## config.mk

```make
export PLATFORM = sky130hd
export DESIGN_NAME = request_retry_timeout_table
export DESIGN_NICKNAME = d
export VERILOG_FILES = /design/src/rrtt_pkg.sv /design/src/rrtt_ctrl.sv /design/src/rrtt_dp.sv /design/src/request_retry_timeout_table.sv
export SDC_FILE = /design/constraint.sdc
export NUM_CORES = 2
export LEC_CHECK = 0
export ABC_AREA = 1
export BUFFER_PORTS_ARGS = -buffer_cell sky130_fd_sc_hd__buf_2
export CAP_MARGIN = 40
export CORE_MARGIN = 8
export CORE_UTILIZATION = 35
export CTS_CLUSTER_DIAMETER = 100
export DETAILED_ROUTE_END_ITERATION = 6
export MAX_ROUTING_LAYER = met4
export PLACE_DENSITY = 0.56
export RECOVER_POWER = 100
export SYNTH_ARGS = -nofsm -noshare
export SYNTH_HDL_FRONTEND = slang
export SYNTH_SLANG_ARGS = --single-unit
```

## constraint.sdc

```tcl
create_clock -name clk -period 17.9 [get_ports clk]
set_clock_uncertainty 0.2 [all_clocks]
set_input_delay 5.37 -clock clk [delete_from_list [all_inputs] [get_ports clk]]
set_output_delay 5.37 -clock clk [all_outputs]
set_load 0.01 [all_outputs]
```

## src/rrtt_pkg.sv

```systemverilog
// Shared types and constants for the request retry/timeout table.
// No dependencies; imported by every module of the block.
`default_nettype none
package rrtt_pkg;
    localparam int TABLE_DEPTH = 16;
    localparam int IDX_W  = $clog2(TABLE_DEPTH);
    localparam int LIVE_W = $clog2(TABLE_DEPTH + 1);

    // Register indexes on the configuration port.
    localparam logic [1:0] CFG_TIMEOUT     = 2'd0;
    localparam logic [1:0] CFG_MAX_RETRIES = 2'd1;
    localparam logic [1:0] CFG_ID_FROM_CNT = 2'd2;

    // Input actions.
    localparam logic [1:0] ACT_ISSUE    = 2'd0;
    localparam logic [1:0] ACT_RESPONSE = 2'd1;
    localparam logic [1:0] ACT_WAKEUP   = 2'd2;

    // Result kinds.
    localparam logic [2:0] KIND_ISSUED    = 3'd0;
    localparam logic [2:0] KIND_REPLY     = 3'd1;
    localparam logic [2:0] KIND_UNKNOWN   = 3'd2;
    localparam logic [2:0] KIND_RESEND    = 3'd3;
    localparam logic [2:0] KIND_TIMED_OUT = 3'd4;
    localparam logic [2:0] KIND_WAKE_DONE = 3'd5;
    localparam logic [2:0] KIND_FULL      = 3'd6;

    typedef enum logic [2:0] {
        ST_IDLE,
        ST_ISSUE,
        ST_RESP,
        ST_WAKE,
        ST_FINAL
    } state_t;

    // Commands from the controller to the datapath.
    typedef struct packed {
        logic load;
        logic inc_idx;
        logic probe_inc;
        logic issue_write;
        logic free_match;
        logic wake_wait;
        logic wake_emit;
        logic emit_final;
    } cmd_t;

    // Status from the datapath to the controller.
    typedef struct packed {
        logic [1:0] in_action;
        logic       full;
        logic       idx_last;
        logic       match;
        logic       need_emit;
        logic       out_free;
    } status_t;
endpackage
`default_nettype wire

```

## src/rrtt_ctrl.sv

```systemverilog
// Controller state machine for the request table: sequences issue probes,
// response lookups and wakeup scans. Depends on rrtt_pkg.
`default_nettype none
module rrtt_ctrl (
    input  wire logic            clk,
    input  wire logic            rst_n,
    input  wire logic            in_valid,
    output logic                 in_ready,
    input  wire rrtt_pkg::status_t status,
    output rrtt_pkg::cmd_t       cmd
);
    import rrtt_pkg::*;

    state_t state_reg, state_next;

    always_ff @(posedge clk or negedge rst_n)
    begin
        if (!rst_n)
        begin
            state_reg <= ST_IDLE;
        end
        else
        begin
            state_reg <= state_next;
        end
    end

    // Next state.
    always_comb
    begin
        state_next = state_reg;
        case (state_reg)
            ST_IDLE:
            begin
                if (in_valid)
                begin
                    case (status.in_action)
                        ACT_ISSUE:    state_next = status.full ? ST_FINAL : ST_ISSUE;
                        ACT_RESPONSE: state_next = ST_RESP;
                        ACT_WAKEUP:   state_next = ST_WAKE;
                        default:      state_next = ST_IDLE;
                    endcase
                end
            end
            ST_ISSUE:
            begin
                if (!status.match && status.idx_last)
                begin
                    state_next = ST_FINAL;
                end
            end
            ST_RESP:
            begin
                if (status.match || status.idx_last)
                begin
                    state_next = ST_FINAL;
                end
            end
            ST_WAKE:
            begin
                if (status.idx_last && (!status.need_emit || status.out_free))
                begin
                    state_next = ST_FINAL;
                end
            end
            ST_FINAL:
            begin
                if (status.out_free)
                begin
                    state_next = ST_IDLE;
                end
            end
            default: state_next = ST_IDLE;
        endcase
    end

    // Outputs.
    always_comb
    begin
        cmd      = '0;
        in_ready = 1'b0;
        case (state_reg)
            ST_IDLE:
            begin
                in_ready = 1'b1;
                cmd.load = in_valid;
            end
            ST_ISSUE:
            begin
                if (status.match)
                begin
                    cmd.probe_inc = 1'b1;
                end
                else if (status.idx_last)
                begin
                    cmd.issue_write = 1'b1;
                end
                else
                begin
                    cmd.inc_idx = 1'b1;
                end
            end
            ST_RESP:
            begin
                if (status.match)
                begin
                    cmd.free_match = 1'b1;
                end
                else
                begin
                    cmd.inc_idx = !status.idx_last;
                end
            end
            ST_WAKE:
            begin
                if (!status.need_emit)
                begin
                    cmd.wake_wait = 1'b1;
                    cmd.inc_idx   = !status.idx_last;
                end
                else if (status.out_free)
                begin
                    cmd.wake_emit = 1'b1;
                    cmd.inc_idx   = !status.idx_last;
                end
            end
            ST_FINAL:
            begin
                cmd.emit_final = status.out_free;
            end
            default: cmd = '0;
        endcase
    end
endmodule
`default_nettype wire

```

## src/rrtt_dp.sv

```systemverilog
// Datapath for the request table: entry storage, configuration registers,
// item registers, scan index and the output register. Depends on rrtt_pkg.
`default_nettype none
module rrtt_dp (
    input  wire logic          clk,
    input  wire logic          rst_n,
    input  wire logic          cfg_we,
    input  wire logic [1:0]    cfg_index,
    input  wire logic [15:0]   cfg_data,
    input  wire logic [87:0]   in_data,
    input  wire rrtt_pkg::cmd_t cmd,
    output rrtt_pkg::status_t  status,
    output logic               out_valid,
    input  wire logic          out_ready,
    output logic [71:0]        out_data,
    output logic               out_last
);
    import rrtt_pkg::*;

    // Configuration registers.
    logic [15:0] timeout_reg;
    logic [7:0]  max_retries_reg;
    logic        id_from_cnt_reg;

    always_ff @(posedge clk or negedge rst_n)
    begin
        if (!rst_n)
        begin
            timeout_reg     <= 16'd1000;
            max_retries_reg <= 8'd0;
            id_from_cnt_reg <= 1'b0;
        end
        else if (cfg_we)
        begin
            case (cfg_index)
                CFG_TIMEOUT:     timeout_reg     <= cfg_data;
                CFG_MAX_RETRIES: max_retries_reg <= cfg_data[7:0];
                CFG_ID_FROM_CNT: id_from_cnt_reg <= cfg_data[0];
                default:         ;
            endcase
        end
    end

    // Input fields.
    logic [1:0]  in_action;
    logic [31:0] in_req;
    logic [31:0] in_now;
    logic        in_fx;
    logic [15:0] in_tag;
    assign in_action = in_data[1:0];
    assign in_req    = in_data[33:2];
    assign in_now    = in_data[65:34];
    assign in_fx     = in_data[66];
    assign in_tag    = in_data[82:67];

    // Entry table.
    logic [TABLE_DEPTH-1:0] valid_reg;
    logic [31:0] ent_id_reg      [TABLE_DEPTH];
    logic [7:0]  ent_retries_reg [TABLE_DEPTH];
    logic [31:0] ent_sent_reg    [TABLE_DEPTH];
    logic [15:0] ent_tag_reg     [TABLE_DEPTH];
    logic [LIVE_W-1:0] live_reg, live_next;

    // Item and scan registers.
    logic [31:0] now_reg;
    logic        fx_reg;
    logic [15:0] tag_reg;
    logic [31:0] probe_reg;
    logic [IDX_W-1:0] idx_reg;
    logic [15:0] wait_reg, wait_next;
    logic [2:0]  res_kind_reg;
    logic [31:0] res_ref_reg;
    logic [15:0] res_tag_reg;

    // Lowest free slot.
    logic [IDX_W-1:0] free_idx;
    always_comb
    begin
        free_idx = '0;
        for (int i = TABLE_DEPTH - 1; i >= 0; i--)
        begin
            if (!valid_reg[i])
            begin
                free_idx = IDX_W'(i);
            end
        end
    end

    // Current entry tests.
    logic [31:0] elapsed;
    logic        expired;
    logic [15:0] remain;
    logic        cur_valid;
    assign cur_valid = valid_reg[idx_reg];
    assign elapsed   = now_reg - ent_sent_reg[idx_reg];
    assign expired   = {16'd0, timeout_reg} <= elapsed;
    assign remain    = timeout_reg - elapsed[15:0];

    logic retry_ok;
    assign retry_ok = ent_retries_reg[idx_reg] < max_retries_reg;

    assign status.in_action = in_action;
    assign status.full      = &valid_reg;
    assign status.idx_last  = idx_reg == IDX_W'(TABLE_DEPTH - 1);
    assign status.match     = cur_valid && (ent_id_reg[idx_reg] == probe_reg);
    assign status.need_emit = cur_valid && expired && fx_reg;
    assign status.out_free  = !out_valid || out_ready;

    // Minimum wait update; a zero candidate does not count.
    function automatic logic [15:0] min_wait(input logic [15:0] cur, input logic [15:0] cand);
        logic [15:0] r;
        r = cur;
        if (cand != 16'd0 && (cur == 16'd0 || cand < cur))
        begin
            r = cand;
        end
        return r;
    endfunction

    always_comb
    begin
        wait_next = wait_reg;
        live_next = live_reg;
        if (cmd.load)
        begin
            wait_next = '0;
        end
        if (cmd.wake_wait && cur_valid && !expired)
        begin
            wait_next = min_wait(wait_reg, remain);
        end
        if (cmd.wake_emit && retry_ok)
        begin
            wait_next = min_wait(wait_reg, timeout_reg);
        end
        if (cmd.issue_write)
        begin
            live_next = live_reg + 1'b1;
        end
        if (cmd.free_match || (cmd.wake_emit && !retry_ok))
        begin
            live_next = live_reg - 1'b1;
        end
    end

    // Control registers.
    always_ff @(posedge clk or negedge rst_n)
    begin
        if (!rst_n)
        begin
            valid_reg <= '0;
            live_reg  <= '0;
            idx_reg   <= '0;
        end
        else
        begin
            live_reg <= live_next;
            if (cmd.load || cmd.probe_inc)
            begin
                idx_reg <= '0;
            end
            else if (cmd.inc_idx)
            begin
                idx_reg <= idx_reg + 1'b1;
            end
            if (cmd.issue_write)
            begin
                valid_reg[free_idx] <= 1'b1;
            end
            if (cmd.free_match || (cmd.wake_emit && !retry_ok))
            begin
                valid_reg[idx_reg] <= 1'b0;
            end
        end
    end

    // Entry payload and item registers.
    always_ff @(posedge clk)
    begin
        wait_reg <= wait_next;
        if (cmd.load)
        begin
            now_reg   <= in_now;
            fx_reg    <= in_fx;
            tag_reg   <= in_tag;
            probe_reg <= (in_action == ACT_ISSUE && id_from_cnt_reg) ?
                         32'(live_reg) : in_req;
            res_ref_reg <= '0;
            res_tag_reg <= '0;
            case (in_action)
                ACT_RESPONSE:
                begin
                    res_kind_reg <= KIND_UNKNOWN;
                    res_ref_reg  <= in_req;
                end
                ACT_WAKEUP: res_kind_reg <= KIND_WAKE_DONE;
                default:    res_kind_reg <= KIND_FULL;
            endcase
        end
        if (cmd.probe_inc)
        begin
            probe_reg <= probe_reg + 32'd1;
        end
        if (cmd.issue_write)
        begin
            ent_id_reg[free_idx]      <= probe_reg;
            ent_retries_reg[free_idx] <= '0;
            ent_sent_reg[free_idx]    <= now_reg;
            ent_tag_reg[free_idx]     <= tag_reg;
            res_kind_reg <= KIND_ISSUED;
            res_ref_reg  <= probe_reg;
            res_tag_reg  <= tag_reg;
        end
        if (cmd.free_match)
        begin
            res_kind_reg <= KIND_REPLY;
            res_tag_reg  <= ent_tag_reg[idx_reg];
        end
        if (cmd.wake_emit && retry_ok)
        begin
            ent_retries_reg[idx_reg] <= ent_retries_reg[idx_reg] + 8'd1;
            ent_sent_reg[idx_reg]    <= now_reg;
        end
    end

    // Output register.
    always_ff @(posedge clk or negedge rst_n)
    begin
        if (!rst_n)
        begin
            out_valid <= 1'b0;
        end
        else if (cmd.wake_emit || cmd.emit_final)
        begin
            out_valid <= 1'b1;
        end
        else if (out_ready)
        begin
            out_valid <= 1'b0;
        end
    end

    always_ff @(posedge clk)
    begin
        if (cmd.wake_emit)
        begin
            out_data <= {live_next, 16'd0, ent_tag_reg[idx_reg],
                         ent_id_reg[idx_reg],
                         retry_ok ? KIND_RESEND : KIND_TIMED_OUT};
            out_last <= 1'b0;
        end
        else if (cmd.emit_final)
        begin
            out_data <= {live_next, wait_reg, res_tag_reg, res_ref_reg, res_kind_reg};
            out_last <= 1'b1;
        end
    end
endmodule
`default_nettype wire

```

## src/request_retry_timeout_table.sv

```systemverilog
// Top level of the outstanding-request table with retry and timeout.
// Instantiates rrtt_ctrl and rrtt_dp; depends on rrtt_pkg.
//
//  port group   dir  beat contents
//  s_axis_*     in   one request: issue, response or wakeup scan
//  m_axis_*     out  one result; tlast marks the final result of a request
//  cfg_*        in   register write, no handshake
//
// One request at a time. Every request is accepted in the idle state, then: issue
// scans the table for each probed id (one slot per cycle), response scans until
// it finds the id or reaches the last slot, wakeup scans every slot and waits out
// output stalls; then the final result is sent. A full-table issue goes to it at once.
// Reset clears the valid bits and live count at once. The wakeup scan pauses at
// an entry that needs a beat while the output register holds an untaken beat.
`default_nettype none
module request_retry_timeout_table (
    input  wire logic        clk,
    input  wire logic        rst_n,
    input  wire logic        s_axis_tvalid,
    output logic             s_axis_tready,
    // action[1:0], request_id[33:2], now_ms[65:34], side_effects[66],
    // payload_tag[82:67], zero[87:83]
    input  wire logic [87:0] s_axis_tdata,
    output logic             m_axis_tvalid,
    input  wire logic        m_axis_tready,
    // kind[2:0], entry_ref[34:3], tag_out[50:35], next_wakeup_ms[66:51],
    // outstanding[71:67]
    output logic [71:0]      m_axis_tdata,
    output logic             m_axis_tlast,
    input  wire logic        cfg_we,
    input  wire logic [1:0]  cfg_index,
    input  wire logic [15:0] cfg_data
);
    import rrtt_pkg::*;

    cmd_t    cmd;
    status_t status;

    rrtt_ctrl u_ctrl (
        .clk      (clk),
        .rst_n    (rst_n),
        .in_valid (s_axis_tvalid),
        .in_ready (s_axis_tready),
        .status   (status),
        .cmd      (cmd)
    );

    rrtt_dp u_dp (
        .clk       (clk),
        .rst_n     (rst_n),
        .cfg_we    (cfg_we),
        .cfg_index (cfg_index),
        .cfg_data  (cfg_data),
        .in_data   (s_axis_tdata),
        .cmd       (cmd),
        .status    (status),
        .out_valid (m_axis_tvalid),
        .out_ready (m_axis_tready),
        .out_data  (m_axis_tdata),
        .out_last  (m_axis_tlast)
    );
endmodule
`default_nettype wire

```

==> impl_metrics.env <==
export IMPL_grt_pass1_wl_um=313400
export IMPL_startpoint="u_dp.idx_reg[1]$_DFFE_PN0P_"
export IMPL_placementRows=168
export IMPL_fill_cells=19924
export IMPL_worstSetupEndpointType="flip-flop"
export IMPL_seqCellArea_mm2=0.05008
export IMPL_finish_instance_area_mm2=0.08331
export IMPL_yosysSeqAreaShare_pct=68.39
export IMPL_synth_area_top_cells="edfxtp_1 (66%), nand2_1 (7.6%), nor2_1 (4.8%)"
export IMPL_syn_to_final_growth_pct=13.78
export IMPL_synth_cell_types=54
export IMPL_finalCritPeriodShare_pct=74.52
export IMPL_maxCapViolCount=15
export IMPL_syn_inst=6695
export IMPL_yosys_area_share_simple_pct=15.17
export IMPL_cts_sinks=1683
export IMPL_start_util_pct=35.08
export IMPL_ios=186
export IMPL_grt_setup_unrepaired="false"
export IMPL_worst_pin_slew_ps=3656
export IMPL_period_minus_slack_ps=13340
export IMPL_ctsResizeCount=0
export IMPL_final_core_utilization_pct=39.91
export IMPL_dieArea_mm2=0.2241
export IMPL_synthAdderAreaFrac_pct=1.712
export IMPL_async_flop_share_pct=3.209
export IMPL_detail_route_first_pass_iterations=7
export IMPL_yosys_warnings=0
export IMPL_synth_edf_count=1609
export IMPL_rrSetupSlack_ps=4560
export IMPL_htreeDepth=4
export IMPL_drive_above_1_share_pct=6.852
export IMPL_setup_tns_ps=0
export IMPL_fmax_mhz=74.96
export IMPL_reg2reg_depth=21
export IMPL_combinationalPowerShare_pct=33.4
export IMPL_worst_setup_path_start_kind="flip-flop"
export IMPL_route_vias_total=50110
export IMPL_hpwl_um=124700
export IMPL_cp_endpoint="u_dp.ent_id_reg[7][28]$_DFFE_PP_"
export IMPL_critPathMaxFanout=63
export IMPL_io_buffers=180
export IMPL_final_max_slew_viol_count=425
export IMPL_place_ws_ps=8103
export IMPL_synth_top_cell_area_share_pct=65.99
export IMPL_p_leak_nw=30.46
export IMPL_p_clk_share_pct=28.7
export IMPL_final_antenna_net_count=0
export IMPL_rr_startpoint="u_dp.idx_reg[1]$_DFFE_PN0P_"
export IMPL_synth_xor_xnor_area_share_pct=0.7895
export IMPL_syn_area_per_cell_um2=10.94
export IMPL_switching_share_pct=37.15
export IMPL_path_delay_family="buffers and inverters"
export IMPL_slowest_delay_ps=2440
export IMPL_synth_top_area_cell="edfxtp_1"
export IMPL_cp_num_cells=21
export IMPL_setup_ws_ps=4560
export IMPL_drc=2
export IMPL_ir_drop_uv=123.9
export IMPL_path_buf_inv=6
export IMPL_place_area_mm2=0.07784
export IMPL_die_width_um=473.4
export IMPL_synthMuxAreaShare_pct=0.01538
export IMPL_cts_hold_buf=0
export IMPL_crit_top_cell="nor2_1"
export IMPL_cts_tree="built"
export IMPL_criticalPathCategory="flip-flop to flip-flop"
export IMPL_violations="design-rule violations, max-capacitance violations, max-slew violations"
export IMPL_grt_start_max_net_pins=185
export IMPL_min_path_type="flip-flop to flip-flop"
export IMPL_p_int_mw=8.093
export IMPL_reg2reg_to="u_dp.ent_id_reg[7][28]$_DFFE_PP_"
export IMPL_syn_area_mm2=0.07322
export IMPL_first_global_vias=47764
export IMPL_p_per_area_mw_per_mm2=154.6
export IMPL_synth_seq_cells=1683
export IMPL_cts_buffers=179
export IMPL_synth_compound_area_share_pct=9.167
export IMPL_cts_buffer_depth=3
export IMPL_antenna_found_initial=16
export IMPL_path_cells="clkbuf_1, clkbuf_1, clkbuf_1, buf_16, nor2_1, o21ai_0, o21ai_0, nand2_1, nand2_1, nor2_1, nand2_1, nand2_1, nor2_1, nand2_1, nor2_1, nand3_4, nand3_4, nor2_1, inv_1, nor2_1, buf_4"
export IMPL_die_h_um=473.4
export IMPL_gp_congestion=0.9238
export IMPL_pwr_share_seq_pct=37.9
export IMPL_initialDrtViolationCount=4835
export IMPL_finalSetupViolations=0
export IMPL_worstPathArrival_ps=13560
export IMPL_hold_viol=0
export IMPL_required_ps=18120
export IMPL_status="finished with violations"
export IMPL_post_drt_via_cell_ratio=5.113
export IMPL_synth_top_family_by_area="simple AND/OR/NAND/NOR gates"
export IMPL_critPathSlowestCell="clkbuf_1"
export IMPL_cts_reportedPaths_clkPinSlew_ps=60
export IMPL_cts_setup_buffers=0
export IMPL_whs_ps=274.1
export IMPL_switching_power_mw=4.783
export IMPL_post_drt_wl_per_cell_um=21.64
export IMPL_root_buffer="clkbuf_16"
export IMPL_routed_wl_um=212100
export IMPL_slew_headroom_pct=-143.7
export IMPL_synth_top_flop_cell="edfxtp_1"
export IMPL_overflow=0
export IMPL_clk_latency_ps=830
export IMPL_core_mm2=0.2087
export IMPL_multi_input_area_mm2=0.01977
export IMPL_track_usage_pct=18.85
export IMPL_min_path_cells=2
export IMPL_nets=7054
export IMPL_syn_num_nets=6905
## synthesized netlist by cell type, types with 2 or more instances
library cell     n
o21ai_0        659
o221ai_1         3
nor3_1          31
a31oi_1          7
clkbuf_1       188
a21o_1           3
edfxtp_1      1609
o21ai_1        107
buf_2           95
a31o_2           2
o21ai_2          2
a211oi_1         2
o31ai_1          4
inv_2            5
o22ai_1        220
nand4_1         64
a21oi_1         80
nor3b_1          2
or2_2            2
nand3_2          2
nand3_1        227
inv_1          524
dfrtp_1         48
o21bai_1         4
nor2_2          10
nand2_1       1490
xor2_1          47
buf_1           15
o211ai_1        20
a22o_1          51
buf_4           24
dfstp_2          6
xnor2_1         19
nor2_1         935
buf_6            6
fa_1             2
nand3b_1         8
a221oi_1        30
dfxtp_1         20
ha_1            97
nor4_1          11
o21a_1           2
## final cells by class
type,count,share of cell area (%)
clock inverters,104,1.322
well taps,2805,4.213
flip-flops and latches,1683,60.11
inverters,530,2.423
multi-input cells,4153,23.73
repair buffers,297,2.469
clock buffers,224,5.718
diodes,4,0.01202
## metrics by stage
stage | std cells | total power, mW
after floorplan | 6695 | 7.862
after global placement | 9435 | 9.147
after detailed placement | 9468 | 9.262
after CTS | 9796 | 12.97
after global routing | 9800 | 13.64
final | 9800 | 12.88
## logic make-up (layout without fill, tap and decap cells)
| logic type | count (synthesis) | after routing |
|---|---|---|
| XOR/XNOR | 66 | 66 |
| buffers and inverters | 859 | 1155 |
| AND/OR/NAND/NOR | 2788 | 2788 |
| multiplexers | 1 | 1 |
| adder cells (fa/ha/maj) | 99 | 99 |
| flip-flops | 1683 | 1683 |
| AO/OA/AOI/OAI | 1199 | 1199 |
| other | 0 | 4 |
## cells in the final DEF (no fill, tap or decap), types with 5 or more instances in the layout
cell type,Yosys,final
nor3_1,31,31
xor2_1,47,47
a22o_1,51,51
buf_16,0,14
buf_2,95,83
o211ai_1,20,20
o21ai_0,659,695
nor2_2,10,5
bufinv_16,0,16
clkinv_2,0,30
ha_1,97,97
nand4_1,64,65
edfxtp_1,1609,1609
clkbuf_16,0,183
xnor2_1,19,19
nor4_1,11,11
o22ai_1,220,220
nand3_1,227,228
clkinv_1,0,35
nor2_1,935,922
o21ai_1,107,73
dfstp_2,6,6
dfrtp_1,48,47
a21oi_1,80,80
nand2_1,1490,1490
inv_1,524,520
buf_12,0,17
a31oi_1,7,7
dfxtp_1,20,20
buf_4,24,61
clkinv_4,0,5
clkinvlp_4,0,5
clkinv_8,0,9
nand3b_1,8,8
clkbuf_1,188,160
nor2_4,0,18
a221oi_1,30,30
## how the worst min path moves through the flow
stage / from / end / slack [ps]
2_1_floorplan: u_dp.res_kind_reg[0]$_SDFFE_PP1P_ / u_dp.res_kind_reg[0]$_SDFFE_PP1P_ / 230
3_3_place_gp: u_dp.res_kind_reg[0]$_SDFFE_PP1P_ / u_dp.res_kind_reg[0]$_SDFFE_PP1P_ / 250
3_5_place_dp: u_dp.res_kind_reg[0]$_SDFFE_PP1P_ / u_dp.res_kind_reg[0]$_SDFFE_PP1P_ / 260
4_1_cts: u_dp.res_kind_reg[0]$_SDFFE_PP1P_ / u_dp.res_kind_reg[0]$_SDFFE_PP1P_ / 280
5_1_grt: u_dp.max_retries_reg[1]$_DFFE_PN0P_ / u_dp.max_retries_reg[1]$_DFFE_PN0P_ / 310
6_report: u_dp.res_kind_reg[0]$_SDFFE_PP1P_ / u_dp.res_kind_reg[0]$_SDFFE_PP1P_ / 270
## power by group through the flow
| stage | sequential, mW | combinational [mW] | clock, mW |
|---|---|---|---|
| floorplan | 4.86 | 3.01 | 0 |
| detailed placement | 4.95 | 4.31 | 0 |
| global placement | 4.94 | 4.21 | 0 |
| CTS | 4.87 | 4.33 | 3.77 |
| global route | 4.91 | 4.80 | 3.93 |
| finish | 4.88 | 4.30 | 3.70 |
## worst min-delay path, stage by stage (launching register included)
cell,delay (ps)
dfxtp_1,330
nand2_1,60
nand3_1,50
## layer usage
layer / share of wire (%) / vias to the layer above / GRT usage, % / routed length [µm]
met2: 47 / 1636 / 30.21 / 100600
met3: 6.2 / 301 / 2.974 / 13200
met5: 0 / - / - / 0
met1: 44 / 24658 / 25.34 / 93730
met4: 2.2 / 0 / 4.455 / 4566
li1: - / 23515 / - / -
Note: power is estimated with default switching activity, not from simulation.
